**config.mk**
```make
export PLATFORM = sky130hd
export DESIGN_NAME = rgb_to_hsv_pixel_unit
export DESIGN_NICKNAME = d
export VERILOG_FILES = /design/src/hw/rtl/rhsv_pkg.sv /design/src/hw/rtl/rhsv_front.sv /design/src/hw/rtl/rhsv_div.sv /design/src/hw/rtl/rhsv_back.sv /design/src/hw/rtl/rgb_to_hsv_pixel_unit.sv
export SDC_FILE = /design/constraint.sdc
export NUM_CORES = 2
export LEC_CHECK = 0
export BUFFER_PORTS_ARGS = -buffer_cell sky130_fd_sc_hd__clkbuf_2
export CAP_MARGIN = 20
export CORE_UTILIZATION = 64
export CTS_CLUSTER_SIZE = 12
export DETAILED_ROUTE_END_ITERATION = 10
export PLACE_DENSITY = 0.91
export REMOVE_ABC_BUFFERS = 1
export SLEW_MARGIN = 15
export SYNTH_ARGS = -nofsm -noshare
export SYNTH_HDL_FRONTEND = slang
export SYNTH_SLANG_ARGS = --single-unit
```
**constraint.sdc**
```tcl
create_clock -name clk -period 49.6 [get_ports clk]
set_clock_uncertainty 0.2 [all_clocks]
set_input_delay 2.48 -clock clk [delete_from_list [all_inputs] [get_ports clk]]
set_output_delay 2.48 -clock clk [all_outputs]
set_load 0.05 [all_outputs]
```
**src/hw/rtl/rhsv_pkg.sv**
```systemverilog
`timescale 1ns / 1ps
// ----------------------------------------------------------------------------
// rhsv_pkg
// Shared constants and types for the RGB to HSV pixel converter.
// ----------------------------------------------------------------------------
package rhsv_pkg;

	localparam int HUE_FRAC_BITS_DEF = 6;
	localparam int SAT_BITS_DEF      = 16;

	localparam int PIX_W  = 24;
	localparam int CH_W   = 8;
	localparam int HUE_W  = 15;
	localparam int SAT_W  = 16;
	localparam int VAL_W  = 8;
	localparam int DEN_W  = CH_W + 1;

	localparam int IN_TDATA_W  = 24;
	localparam int OUT_TDATA_W = 40;

	// Which channel holds the maximum; selects the hue sextant base.
	typedef enum logic [1:0] {
		SEXT_RED   = 2'd0,
		SEXT_GREEN = 2'd1,
		SEXT_BLUE  = 2'd2
	} sextant_t;

	// Per-pixel information that rides alongside the dividers.
	typedef struct packed {
		logic            neg;
		sextant_t        sext;
		logic            delta_nz;
		logic            max_nz;
		logic [CH_W-1:0] max;
	} hsv_side_t;

endpackage

```
**src/hw/rtl/rhsv_front.sv**
```systemverilog
`timescale 1ns / 1ps
// ----------------------------------------------------------------------------
// rhsv_front
// Two pipeline stages: channel compare and selection, then dividend forming.
// ----------------------------------------------------------------------------
module rhsv_front import rhsv_pkg::*; #(
	parameter int HUE_FRAC_BITS = HUE_FRAC_BITS_DEF,
	parameter int SAT_BITS      = SAT_BITS_DEF,
	parameter int HUE_NUM_W     = 22,
	parameter int SAT_NUM_W     = SAT_BITS_DEF + 9
) (
	input  logic                 clk,
	input  logic                 arst_n,
	input  logic                 en,
	input  logic                 in_valid,
	input  logic [PIX_W-1:0]     pixel_rgb,
	output logic                 out_valid,
	output logic [HUE_NUM_W-1:0] hue_num,
	output logic [DEN_W-1:0]     hue_den,
	output logic [SAT_NUM_W-1:0] sat_num,
	output logic [DEN_W-1:0]     sat_den,
	output hsv_side_t            side
);

	localparam int HUE_SEXTANT = 60 << HUE_FRAC_BITS;

	logic [CH_W-1:0]     red, green, blue;
	logic [CH_W-1:0]     mx, mn;
	logic signed [CH_W:0] diff;
	sextant_t            sext;

	logic                v_s1;
	logic [CH_W-1:0]     mag_s1, delta_s1, max_s1;
	logic                neg_s1;
	sextant_t            sext_s1;

	logic                v_s2;
	logic [HUE_NUM_W-1:0] hue_num_s2;
	logic [DEN_W-1:0]     hue_den_s2;
	logic [SAT_NUM_W-1:0] sat_num_s2;
	logic [DEN_W-1:0]     sat_den_s2;
	hsv_side_t            side_s2;

	assign red   = pixel_rgb[23:16];
	assign green = pixel_rgb[15:8];
	assign blue  = pixel_rgb[7:0];

	// Ties for the maximum go to red first, then green.
	always_comb begin
		if (red >= green && red >= blue) begin
			sext = SEXT_RED;
			mx   = red;
			diff = $signed({1'b0, green}) - $signed({1'b0, blue});
		end else if (green >= blue) begin
			sext = SEXT_GREEN;
			mx   = green;
			diff = $signed({1'b0, blue}) - $signed({1'b0, red});
		end else begin
			sext = SEXT_BLUE;
			mx   = blue;
			diff = $signed({1'b0, red}) - $signed({1'b0, green});
		end
		mn = red;
		if (green < mn) mn = green;
		if (blue < mn) mn = blue;
	end

	always_ff @(posedge clk or negedge arst_n) begin
		if (!arst_n) begin
			v_s1 <= 1'b0;
		end else if (en) begin
			v_s1 <= in_valid;
		end
	end

	always_ff @(posedge clk) begin
		if (en) begin
			mag_s1   <= diff[CH_W] ? CH_W'(-diff) : diff[CH_W-1:0];
			neg_s1   <= diff[CH_W];
			delta_s1 <= mx - mn;
			max_s1   <= mx;
			sext_s1  <= sext;
		end
	end

	always_ff @(posedge clk or negedge arst_n) begin
		if (!arst_n) begin
			v_s2 <= 1'b0;
		end else if (en) begin
			v_s2 <= v_s1;
		end
	end

	// Rounded quotients are floor((2*a + b) / (2*b)).
	always_ff @(posedge clk) begin
		if (en) begin
			hue_num_s2 <= HUE_NUM_W'(mag_s1) * HUE_NUM_W'(2 * HUE_SEXTANT)
				+ HUE_NUM_W'(delta_s1);
			hue_den_s2 <= {delta_s1, 1'b0};
			sat_num_s2 <= (SAT_NUM_W'(delta_s1) << (SAT_BITS + 1))
				- SAT_NUM_W'({delta_s1, 1'b0}) + SAT_NUM_W'(max_s1);
			sat_den_s2 <= {max_s1, 1'b0};
			side_s2.neg      <= neg_s1;
			side_s2.sext     <= sext_s1;
			side_s2.delta_nz <= (delta_s1 != '0);
			side_s2.max_nz   <= (max_s1 != '0);
			side_s2.max      <= max_s1;
		end
	end

	assign out_valid = v_s2;
	assign hue_num   = hue_num_s2;
	assign hue_den   = hue_den_s2;
	assign sat_num   = sat_num_s2;
	assign sat_den   = sat_den_s2;
	assign side      = side_s2;

endmodule

```
**src/hw/rtl/rhsv_div.sv**
```systemverilog
`timescale 1ns / 1ps
// ----------------------------------------------------------------------------
// rhsv_div
// Pipelined restoring divider pair: one quotient bit per stage for hue and
// saturation side by side.
// ----------------------------------------------------------------------------
module rhsv_div import rhsv_pkg::*; #(
	parameter int HUE_NUM_W = 22,
	parameter int SAT_NUM_W = SAT_BITS_DEF + 9,
	parameter int QUO_W     = SAT_BITS_DEF
) (
	input  logic                 clk,
	input  logic                 arst_n,
	input  logic                 en,
	input  logic                 in_valid,
	input  logic [HUE_NUM_W-1:0] hue_num,
	input  logic [DEN_W-1:0]     hue_den,
	input  logic [SAT_NUM_W-1:0] sat_num,
	input  logic [DEN_W-1:0]     sat_den,
	input  hsv_side_t            side_in,
	output logic                 out_valid,
	output logic [QUO_W-1:0]     hue_quo,
	output logic [QUO_W-1:0]     sat_quo,
	output hsv_side_t            side_out
);

	localparam int HUE_REM_W = (HUE_NUM_W > DEN_W + QUO_W) ? HUE_NUM_W : DEN_W + QUO_W;
	localparam int SAT_REM_W = (SAT_NUM_W > DEN_W + QUO_W) ? SAT_NUM_W : DEN_W + QUO_W;

	// Element 0 is the stage input; element k holds the result of stage k.
	logic                 v_s       [0:QUO_W];
	logic [HUE_REM_W-1:0] hue_rem_s [0:QUO_W];
	logic [SAT_REM_W-1:0] sat_rem_s [0:QUO_W];
	logic [DEN_W-1:0]     hue_den_s [0:QUO_W];
	logic [DEN_W-1:0]     sat_den_s [0:QUO_W];
	logic [QUO_W-1:0]     hue_quo_s [0:QUO_W];
	logic [QUO_W-1:0]     sat_quo_s [0:QUO_W];
	hsv_side_t            side_s    [0:QUO_W];

	assign v_s[0]       = in_valid;
	assign hue_rem_s[0] = HUE_REM_W'(hue_num);
	assign sat_rem_s[0] = SAT_REM_W'(sat_num);
	assign hue_den_s[0] = hue_den;
	assign sat_den_s[0] = sat_den;
	assign hue_quo_s[0] = '0;
	assign sat_quo_s[0] = '0;
	assign side_s[0]    = side_in;

	for (genvar k = 0; k < QUO_W; k++) begin : g_stage
		// Stage k decides quotient bit QUO_W-1-k.
		localparam int SH = QUO_W - 1 - k;

		logic [HUE_REM_W-1:0] hue_trial;
		logic [SAT_REM_W-1:0] sat_trial;
		logic                 hue_ge, sat_ge;

		assign hue_trial = HUE_REM_W'(hue_den_s[k]) << SH;
		assign sat_trial = SAT_REM_W'(sat_den_s[k]) << SH;
		assign hue_ge    = (hue_rem_s[k] >= hue_trial);
		assign sat_ge    = (sat_rem_s[k] >= sat_trial);

		always_ff @(posedge clk or negedge arst_n) begin
			if (!arst_n) begin
				v_s[k+1] <= 1'b0;
			end else if (en) begin
				v_s[k+1] <= v_s[k];
			end
		end

		always_ff @(posedge clk) begin
			if (en) begin
				hue_rem_s[k+1] <= hue_ge ? hue_rem_s[k] - hue_trial : hue_rem_s[k];
				sat_rem_s[k+1] <= sat_ge ? sat_rem_s[k] - sat_trial : sat_rem_s[k];
				hue_quo_s[k+1] <= {hue_quo_s[k][QUO_W-2:0], hue_ge};
				sat_quo_s[k+1] <= {sat_quo_s[k][QUO_W-2:0], sat_ge};
				hue_den_s[k+1] <= hue_den_s[k];
				sat_den_s[k+1] <= sat_den_s[k];
				side_s[k+1]    <= side_s[k];
			end
		end
	end

	assign out_valid = v_s[QUO_W];
	assign hue_quo   = hue_quo_s[QUO_W];
	assign sat_quo   = sat_quo_s[QUO_W];
	assign side_out  = side_s[QUO_W];

endmodule

```
**src/hw/rtl/rhsv_back.sv**
```systemverilog
`timescale 1ns / 1ps
// ----------------------------------------------------------------------------
// rhsv_back
// Final stage: hue assembly with wrap, special cases, output register.
// ----------------------------------------------------------------------------
module rhsv_back import rhsv_pkg::*; #(
	parameter int HUE_FRAC_BITS = HUE_FRAC_BITS_DEF,
	parameter int QUO_W         = SAT_BITS_DEF
) (
	input  logic             clk,
	input  logic             arst_n,
	input  logic             en,
	input  logic             in_valid,
	input  logic [QUO_W-1:0] hue_quo,
	input  logic [QUO_W-1:0] sat_quo,
	input  hsv_side_t        side,
	output logic             out_valid,
	output logic [HUE_W-1:0] hue,
	output logic [SAT_W-1:0] saturation,
	output logic [VAL_W-1:0] brightness
);

	localparam int HUE_SEXTANT = 60 << HUE_FRAC_BITS;
	localparam int HUE_FULL    = 360 << HUE_FRAC_BITS;
	localparam int HQ_W        = $clog2(HUE_SEXTANT + 1);
	localparam int HB_W        = $clog2(HUE_FULL) + 2;

	logic signed [HB_W-1:0]  base, offset, raw, wrapped;
	logic [HB_W+HUE_W-1:0]   hue_ext;
	logic [QUO_W+SAT_W-1:0]  sat_ext;

	logic                    v_q;
	logic [HUE_W-1:0]        hue_q;
	logic [SAT_W-1:0]        sat_q;
	logic [VAL_W-1:0]        val_q;

	always_comb begin
		case (side.sext)
			SEXT_RED:   base = '0;
			SEXT_GREEN: base = $signed(HB_W'(2 * HUE_SEXTANT));
			SEXT_BLUE:  base = $signed(HB_W'(4 * HUE_SEXTANT));
			default:    base = '0;
		endcase
		offset = $signed(HB_W'(hue_quo[HQ_W-1:0]));
		if (side.neg) offset = -offset;
		raw = base + offset;
		if (raw[HB_W-1]) begin
			wrapped = raw + $signed(HB_W'(HUE_FULL));
		end else if (raw >= $signed(HB_W'(HUE_FULL))) begin
			wrapped = raw - $signed(HB_W'(HUE_FULL));
		end else begin
			wrapped = raw;
		end
		// A grey pixel has no defined hue; it reads as zero.
		if (!side.delta_nz) wrapped = '0;
		hue_ext = {{HUE_W{1'b0}}, wrapped};
		sat_ext = side.max_nz ? {{SAT_W{1'b0}}, sat_quo} : '0;
	end

	always_ff @(posedge clk or negedge arst_n) begin
		if (!arst_n) begin
			v_q <= 1'b0;
		end else if (en) begin
			v_q <= in_valid;
		end
	end

	always_ff @(posedge clk) begin
		if (en) begin
			hue_q <= hue_ext[HUE_W-1:0];
			sat_q <= sat_ext[SAT_W-1:0];
			val_q <= side.max;
		end
	end

	assign out_valid  = v_q;
	assign hue        = hue_q;
	assign saturation = sat_q;
	assign brightness = val_q;

endmodule

```
**src/hw/rtl/rgb_to_hsv_pixel_unit.sv**
```systemverilog
`timescale 1ns / 1ps
// ----------------------------------------------------------------------------
// rgb_to_hsv_pixel_unit
// Streaming RGB to HSV converter, one pixel per clock while not stalled.
// ----------------------------------------------------------------------------
// Input stream s_*: one RGB pixel per transaction in s_tdata[23:0].
// Output stream m_*: hue in 1/2^HUE_FRAC_BITS degree, saturation scaled to
// 2^SAT_BITS-1, and brightness (largest channel), packed into m_tdata.
// A pixel enters in every cycle in which the output side is not stalled.
// A pixel passes the front stages, then the divider pipeline of depth
// Q = max(clog2(60*2^HUE_FRAC_BITS + 1), SAT_BITS), one quotient bit per
// stage, and last the output register. Throughput is one pixel per cycle
// unless the output stalls: every stage holds its own pixel.
// Reset clears all valid bits, so the pipeline comes up empty; data registers
// are not reset. When the receiver holds m_tready low with a result waiting,
// the whole pipeline freezes and s_tready drops in the same cycle; nothing
// is dropped or repeated, and flow resumes as soon as m_tready returns.
// ----------------------------------------------------------------------------
module rgb_to_hsv_pixel_unit import rhsv_pkg::*; #(
	parameter int HUE_FRAC_BITS = HUE_FRAC_BITS_DEF,
	parameter int SAT_BITS      = SAT_BITS_DEF
) (
	input  logic                   clk,
	input  logic                   arst_n,
	input  logic                   s_tvalid,
	output logic                   s_tready,
	input  logic [IN_TDATA_W-1:0]  s_tdata,   // [23:0] pixel_rgb
	output logic                   m_tvalid,
	input  logic                   m_tready,
	output logic [OUT_TDATA_W-1:0] m_tdata    // [14:0] hue, [30:15] saturation,
	                                          // [38:31] brightness, [39] zero
);

	localparam int HUE_SEXTANT = 60 << HUE_FRAC_BITS;
	localparam int HQ_W        = $clog2(HUE_SEXTANT + 1);
	localparam int QUO_W       = (HQ_W > SAT_BITS) ? HQ_W : SAT_BITS;
	localparam int HUE_NUM_W   = $clog2(2 * 255 * HUE_SEXTANT + 256);
	localparam int SAT_NUM_W   = SAT_BITS + 9;

	logic                 en;
	logic                 fr_valid, dv_valid;
	logic [HUE_NUM_W-1:0] hue_num;
	logic [SAT_NUM_W-1:0] sat_num;
	logic [DEN_W-1:0]     hue_den, sat_den;
	hsv_side_t            fr_side, dv_side;
	logic [QUO_W-1:0]     hue_quo, sat_quo;
	logic [HUE_W-1:0]     hue;
	logic [SAT_W-1:0]     saturation;
	logic [VAL_W-1:0]     brightness;

	// The pipeline advances whenever the output register is free or drains.
	assign en       = !m_tvalid || m_tready;
	assign s_tready = en;

	rhsv_front #(
		.HUE_FRAC_BITS(HUE_FRAC_BITS),
		.SAT_BITS     (SAT_BITS),
		.HUE_NUM_W    (HUE_NUM_W),
		.SAT_NUM_W    (SAT_NUM_W)
	) u_front (
		.clk      (clk),
		.arst_n   (arst_n),
		.en       (en),
		.in_valid (s_tvalid),
		.pixel_rgb(s_tdata[PIX_W-1:0]),
		.out_valid(fr_valid),
		.hue_num  (hue_num),
		.hue_den  (hue_den),
		.sat_num  (sat_num),
		.sat_den  (sat_den),
		.side     (fr_side)
	);

	rhsv_div #(
		.HUE_NUM_W(HUE_NUM_W),
		.SAT_NUM_W(SAT_NUM_W),
		.QUO_W    (QUO_W)
	) u_div (
		.clk      (clk),
		.arst_n   (arst_n),
		.en       (en),
		.in_valid (fr_valid),
		.hue_num  (hue_num),
		.hue_den  (hue_den),
		.sat_num  (sat_num),
		.sat_den  (sat_den),
		.side_in  (fr_side),
		.out_valid(dv_valid),
		.hue_quo  (hue_quo),
		.sat_quo  (sat_quo),
		.side_out (dv_side)
	);

	rhsv_back #(
		.HUE_FRAC_BITS(HUE_FRAC_BITS),
		.QUO_W        (QUO_W)
	) u_back (
		.clk       (clk),
		.arst_n    (arst_n),
		.en        (en),
		.in_valid  (dv_valid),
		.hue_quo   (hue_quo),
		.sat_quo   (sat_quo),
		.side      (dv_side),
		.out_valid (m_tvalid),
		.hue       (hue),
		.saturation(saturation),
		.brightness(brightness)
	);

	assign m_tdata = {1'b0, brightness, saturation, hue};

endmodule

```
=== After elaboration in Yosys (flattened, before gate mapping) ===
Cells that the tools add are included.

* $mul: 1
* Equality and inequality tests: 2
* Reductions and logical operators: 5
* Add/subtract/negate cells: 42
* Mux-type cells: 42
* $lt $le $gt $ge: 38

{| class="wikitable"
|+ Operators by type and width
! cell !! number
|-
| two-way mux 25 bit || 29
|-
| greater-or-equal comparator 25 x 10 -> 1 bit || 2
|-
| greater-or-equal comparator 25 x 11 -> 1 bit || 2
|-
| greater-or-equal comparator 25 x 12 -> 1 bit || 2
|-
| greater-or-equal comparator 25 x 13 -> 1 bit || 2
|-
| greater-or-equal comparator 25 x 14 -> 1 bit || 2
|-
| greater-or-equal comparator 25 x 15 -> 1 bit || 2
|-
| greater-or-equal comparator 25 x 16 -> 1 bit || 2
|-
| greater-or-equal comparator 25 x 17 -> 1 bit || 2
|-
| greater-or-equal comparator 25 x 18 -> 1 bit || 2
|-
| greater-or-equal comparator 25 x 19 -> 1 bit || 2
|-
| greater-or-equal comparator 25 x 20 -> 1 bit || 2
|-
| greater-or-equal comparator 25 x 21 -> 1 bit || 2
|-
| greater-or-equal comparator 25 x 22 -> 1 bit || 2
|-
| greater-or-equal comparator 25 x 23 -> 1 bit || 2
|-
| greater-or-equal comparator 25 x 9 -> 1 bit || 2
|-
| subtractor 25 x 10 -> 25 bit || 2
|-
| subtractor 25 x 11 -> 25 bit || 2
|-
| subtractor 25 x 12 -> 25 bit || 2
|-
| subtractor 25 x 13 -> 25 bit || 2
|-
| subtractor 25 x 14 -> 25 bit || 2
|-
| subtractor 25 x 15 -> 25 bit || 2
|-
| subtractor 25 x 16 -> 25 bit || 2
|-
| subtractor 25 x 17 -> 25 bit || 2
|-
| other kinds (37) || 55
|}

* Flip-flop bits (word level): 1444
* Output and inout port bits: 42

=== Longest topological paths before layout ===
* Depth in word-level cells: 6
* Depth in mapped cells: 27
* Gate-level depth less buffers: 27

=== Hierarchy ===
Synthesis repeated with hierarchy kept, for this count alone.

* Cell total of the unflattened synthesis: 5664
* Area total of the unflattened synthesis: 76149.3 um^2

{| class="wikitable"
|+ Modules (own cells, without submodules)
! module !! area an instance (um^2) !! cells an instance !! instances
|-
| rhsv_div || 67328.3 || 4824 || 1
|-
| rhsv_front || 6264.8 || 601 || 1
|-
| rhsv_back || 2538.7 || 236 || 1
|-
| rgb_to_hsv_pixel_unit || 17.5 || 3 || 1
|}

=== Worst setup path before layout ===
OpenSTA, ideal clock, no wires.

* Kind: input -> register
* From: in m_tready
* To: reg u_div.v_s (netlist bit u_div.out_valid)
* Slack: 6.697 ns
* Setup time: 0.203 ns
* Buffers on the path: 1
* Data arrival time: 42.500 ns
* Stages on the path: 3
* Data required time: 49.197 ns
* Path through: nand2b_1 -> clkbuf_1 -> mux2_2

* Cells in the longest elaborated chain, start to end: 1

{| class="wikitable"
|+ RTL lines
! item !! RTL line !! RTL
|-
| start, declared || rgb_to_hsv_pixel_unit.sv:29 || <nowiki>input logic m_tready,</nowiki>
|-
| logical OR 1 bit || rgb_to_hsv_pixel_unit.sv:52 || <nowiki>assign en = !m_tvalid || m_tready;</nowiki>
|-
| named net s_tready || rgb_to_hsv_pixel_unit.sv:26 || <nowiki>output logic s_tready,</nowiki>
|-
| end signal, assigned by index || rhsv_div.sv:66 || <nowiki>v_s[k+1] <= v_s[k];</nowiki>
|-
| end, declared || rhsv_div.sv:31 || <nowiki>logic v_s [0:QUO_W];</nowiki>
|}

The timed path passes the listed nets, and every way through them passes these cells.
A chain may end at the register's enable or synchronous reset.

=== Final worst setup path ===
* From: in s_tdata[9]
* To: reg u_front.delta_s1[7] (data pin)

* Cells in the longest elaborated chain, start to end: 5
* Elaborated cells between the ends (all ways): 10

{| class="wikitable"
|+ RTL lines
! item !! RTL line !! RTL
|-
| start, declared || rgb_to_hsv_pixel_unit.sv:27 || <nowiki>input logic [IN_TDATA_W-1:0] s_tdata,</nowiki>
|-
| < comparator 8 bit || rhsv_front.sv:64 || <nowiki>if (green < mn) mn = green;</nowiki>
|-
| two-way mux 8 bit || rhsv_front.sv:64 ||
|-
| < comparator 8 bit || rhsv_front.sv:65 || <nowiki>if (blue < mn) mn = blue;</nowiki>
|-
| two-way mux 8 bit || rhsv_front.sv:65 ||
|-
| subtractor 8 bit * || rhsv_front.sv:80 || <nowiki>delta_s1 <= mx - mn;</nowiki>
|-
| end signal, assigned || rhsv_front.sv:80 ||
|-
| end, declared || rhsv_front.sv:33 || <nowiki>logic [CH_W-1:0] mag_s1, delta_s1, max_s1;</nowiki>
|}

Every way passes the cells marked *; elsewhere a longest branch is shown, timed or not.

==> run summary <==
The flow ran to the end, but the final reports show violations. The checks that failed: DRC. The number of synthesis warnings is 0. The first routing iteration left 3994 violations.

Subtracting the final worst setup slack from the clock period gives 7950 ps. The number of distinct library cell variants in the gate-level netlist after synthesis is 90. At the worst endpoint, the required time is 49900 ps. The worst path meets setup with 41650 ps of slack. The total vias in the final route is 39400. The number of placed instances, taps included came out at 6162. The number of buffers between clock root and the deepest sink came out at 3. The count of standard-cell rows came out at ~110. For the worst-skew pair, the clock arrives at the later sink with an insertion delay of 780 ps.

For this run, the top clock speed supported by timing is 126 MHz. The number of port buffers is 68. VDD sags by at most 0.125 mV.

The worst slack after detailed placement came out at 40860 ps. The number of global-route vias before repair is 40500. The part of the power in registers is 42.0%.

The synthesized design contains 1293 enable-type register cells. The startpoint of the worst setup timing path is s_tdata[9]. The overall fraction of global-route tracks in use came out at 26.1%. The data arrival at the endpoint of the critical path came out at 8250 ps. For this design the total switching power over the nets is 2.08 mW.

In this run the critical register-to-register path is launched from u_back.out_valid. The overall overflow remaining after global route came out at 0. The aggregate routed wire length is about 130 mm. The worst setup path is launched from an input pin. The actual transition at the worst max-transition pin came out at 1110 ps. The finished layout cell area came out at 0.0689 mm^2.

The number of synthesized register bits came out at 1312. The critical path is of the in2reg type. At the end of the flow, the number of nets in the layout was 5430. The die is 316 um wide.

After detailed routing, the number of vias per cell comes to 6.17. The power share of the combinational group is between 40% and 50%. The post-route netlist has 6.71% of its cells at a drive strength greater than 1. The first global-routing pass estimated just over 200 mm of wire. The post-detailed-placement half-perimeter wirelength is approximately 83 mm. The cell area after placement is 0.0648 mm^2.

The initial antenna violation count came to 1. The leading register cell type out of synthesis is sky130_fd_sc_hd__edfxtp_1. The biggest fanout along the worst timing path is 14. Power spread over the standard cell area amounts to between 70 and 80 mW/mm^2. The final-report hold violation count came to 0.

The synthesized netlist cell count is 4869. The die covers around 0.1 mm^2. The post-route non-filler standard cell count came out at about 6400.

70 I/O pins were placed. The switching part of the total came out at 38.0%. The depth of the CTS H-tree came out at 4. For this run, asynchronously set or reset flops after synthesis account for under 10%.

The number of clock sinks is 1312. The number of optimization iterations in the first detailed-route pass is 11. The post-CTS repair timing setup buffer count came out at 0. The TritonCTS clock tree is yes. The core outline area is 0.0970 mm^2. Setup repair after global routing left no endpoint under its margin. STA classifies the critical path endpoint as a flip-flop. The number of buffers inserted during clock tree synthesis came out at 135.

Per report_power, the clock group accounts for 17.2% of the total. The register area share after synthesis came out at 62.5%. The number of max-slew violations in the final report is 0. The internal power of the cells totals 3.40 mW.

The post-synthesis instance area came out at between 0.06 and 0.07 mm^2. The post-CTS resize count is 0. The final sum of negative setup slack is 0 ps. The remaining max-slew budget at the tightest pin is 26.2%. In this run the remaining antenna-violating nets after routing total 0. The post-CTS clock slew at the launch and capture registers of the worst setup and hold paths came out at 60 ps. Max-cap violations in this run came to 0.

The die outline height came out at 316 um. The cell sitting at the root of the clock tree is a sky130_fd_sc_hd__clkbuf_16. The startpoint identified for the worst hold timing path is u_div.hue_quo_s[160]. The number of endpoints failing setup at the final stage is 0. The worst path uses roughly 16% of the clock period. The initial utilization of the core area, before any placement, comes to 64.9%.

The maximum number of pins on one net before global-route repair is 167. The number of remaining DRC errors is 14. In this run the worst hold path is classified as reg2reg. The congestion estimate from routability-driven global placement came to 0.945. The static leakage is 26.3 nW. In the final routed layout, each cell accounts on average for 20.4 um. The average footprint of a synthesized cell is 12.9 um^2. The hold-fix buffer count after cts came out at 0. The area added between synthesis and finish came out at 9.55%.
-- cell type report --
cell class | instances | area, um^2
clock buffers | 165 | 3500
well taps | 1276 | 1600
inverters | 499 | 1880
multi-input cells | 2986 | 21500
fillers | 5530 | 28100
repair buffers | 94 | 581
clock inverters | 41 | 563
flip-flops and latches | 1312 | 39300
diodes | 1 | 2.50
-- flip-flops by register name, indices dropped and copies added (netlist names), 12 cells and up --
signal	flops
u_div.hue_quo_s	66
u_div.sat_quo_s	120
u_div.g_stage.sat_trial	21
u_div.sat_rem_s	363
u_div.hue_quo	12
u_div.hue_rem_s	304
u_front.side	13
u_front.hue_num	13
u_back.saturation	16
u_front.sat_num	24
u_div.sat_quo	16
u_back.hue	15
u_div.side_s	171
u_div.v_s	15
u_div.g_stage.hue_trial	84
u_div.side_out	13
-- power groups by stage --
| stage | clock network, mW | registers (mW) | logic (mW) |
|---|---|---|---|
| floorplan | 0 | 2.64 | 1.63 |
| global placement | 0 | 2.25 | 1.96 |
| detailed placement | 0 | 2.29 | 2.11 |
| CTS | 0.954 | 2.29 | 2.20 |
| global route | 0.996 | 2.34 | 2.45 |
| finish | 0.946 | 2.31 | 2.23 |
-- cell usage after synthesis (63+ instances only) --
cell type	instances	area share, %
sky130_fd_sc_hd__a21boi_1	78	0.93
sky130_fd_sc_hd__a21oi_1	181	1.4
sky130_fd_sc_hd__clkbuf_1	63	0.38
sky130_fd_sc_hd__edfxtp_1	1293	62
sky130_fd_sc_hd__ha_1	326	6.5
sky130_fd_sc_hd__inv_1	479	2.9
sky130_fd_sc_hd__nand2_1	292	1.7
sky130_fd_sc_hd__nand2b_1	67	0.67
sky130_fd_sc_hd__nor2_1	319	1.9
sky130_fd_sc_hd__nor2b_1	88	0.88
sky130_fd_sc_hd__nor3_1	97	0.77
sky130_fd_sc_hd__nor4_1	106	1.1
sky130_fd_sc_hd__o21ai_1	207	1.6
sky130_fd_sc_hd__xnor2_1	190	2.6
sky130_fd_sc_hd__xor2_1	175	2.4
-- worst paths after layout --
path | to | slack [ps] | cells past startpoint
worst min register to register | u_div.hue_quo_s[145] | 180 | 0
max in group asynchronous | u_div.v_s[12] | 47360 | 1
worst max-delay path | u_front.delta_s1[7] | 41650 | 27
worst min-delay path | u_div.hue_quo_s[145] | 180 | 0
min in group asynchronous | u_div.v_s[1] | 1470 | 1
worst max register to register | u_div.g_stage[3].hue_trial[19] | 44100 | 6
-- critical path, stage by stage --
cell,delay (ps)
sky130_fd_sc_hd__clkbuf_2,150
sky130_fd_sc_hd__inv_1,110
sky130_fd_sc_hd__ha_1,310
sky130_fd_sc_hd__nor2b_1,150
sky130_fd_sc_hd__o31ai_1,430
sky130_fd_sc_hd__a21boi_1,170
sky130_fd_sc_hd__or2_1,270
sky130_fd_sc_hd__nand2_1,380
sky130_fd_sc_hd__nor2_1,80
sky130_fd_sc_hd__a21oi_1,210
sky130_fd_sc_hd__ha_1,290
sky130_fd_sc_hd__a21o_1,160
sky130_fd_sc_hd__a21oi_1,190
sky130_fd_sc_hd__o211ai_1,110
sky130_fd_sc_hd__a221o_1,360
sky130_fd_sc_hd__a21oi_2,420
sky130_fd_sc_hd__mux2_1,430
sky130_fd_sc_hd__ha_1,280
sky130_fd_sc_hd__nor2b_1,130
sky130_fd_sc_hd__o21ai_1,170
sky130_fd_sc_hd__a21boi_1,110
sky130_fd_sc_hd__o21ai_1,140
sky130_fd_sc_hd__nand2b_1,100
sky130_fd_sc_hd__a21o_1,190
sky130_fd_sc_hd__a21oi_1,180
sky130_fd_sc_hd__xnor2_1,100
sky130_fd_sc_hd__xor2_1,160
-- stage by stage --
step	total power [mW]	hold WS, ps	util [%]
global placement	4.22	200	66.8
CTS	5.45	178	71.0
global route	5.79	183	71.1
detailed placement	4.41	205	66.8
finish	5.49	182	71.1
floorplan	4.27	200	-
-- placed cells by master, fill, tap and decap left out, types with 96 or more instances in the layout --
cell type                   count
sky130_fd_sc_hd__ha_1         326
sky130_fd_sc_hd__xnor2_1      190
sky130_fd_sc_hd__inv_1        479
sky130_fd_sc_hd__clkbuf_16    135
sky130_fd_sc_hd__a21oi_1      181
sky130_fd_sc_hd__xor2_1       175
sky130_fd_sc_hd__nor4_1       105
sky130_fd_sc_hd__o21ai_1      207
sky130_fd_sc_hd__edfxtp_1    1293
sky130_fd_sc_hd__nor3_1        96
sky130_fd_sc_hd__nor2_1       318
sky130_fd_sc_hd__nand2_1      292
-- cell families (layout without fill, tap and decap cells) --
| family | Yosys count | count (layout) | share of synthesized area, % |
|---|---|---|---|
| other | 1 | 2 | 0.00596 |
| XOR/XNOR | 365 | 365 | 5.08 |
| multiplexers | 104 | 104 | 1.82 |
| flip-flops | 1312 | 1312 | 62.5 |
| AND/OR/NAND/NOR | 1330 | 1330 | 11.1 |
| adder cells (fa/ha/maj) | 374 | 374 | 8.01 |
| AO/OA/AOI/OAI | 812 | 812 | 8.12 |
| buffers and inverters | 571 | 799 | 3.44 |
-- metal layers --
metal	global-route usage (%)	share of wire, %	vias up
met3	3.97	5.3	488
met4	14.1	5.1	0
met5	0	0	-
met1	27.6	35	19000
met2	49.6	54	1818
li1	-	-	18100
Note: power is estimated with default switching activity, not from simulation.
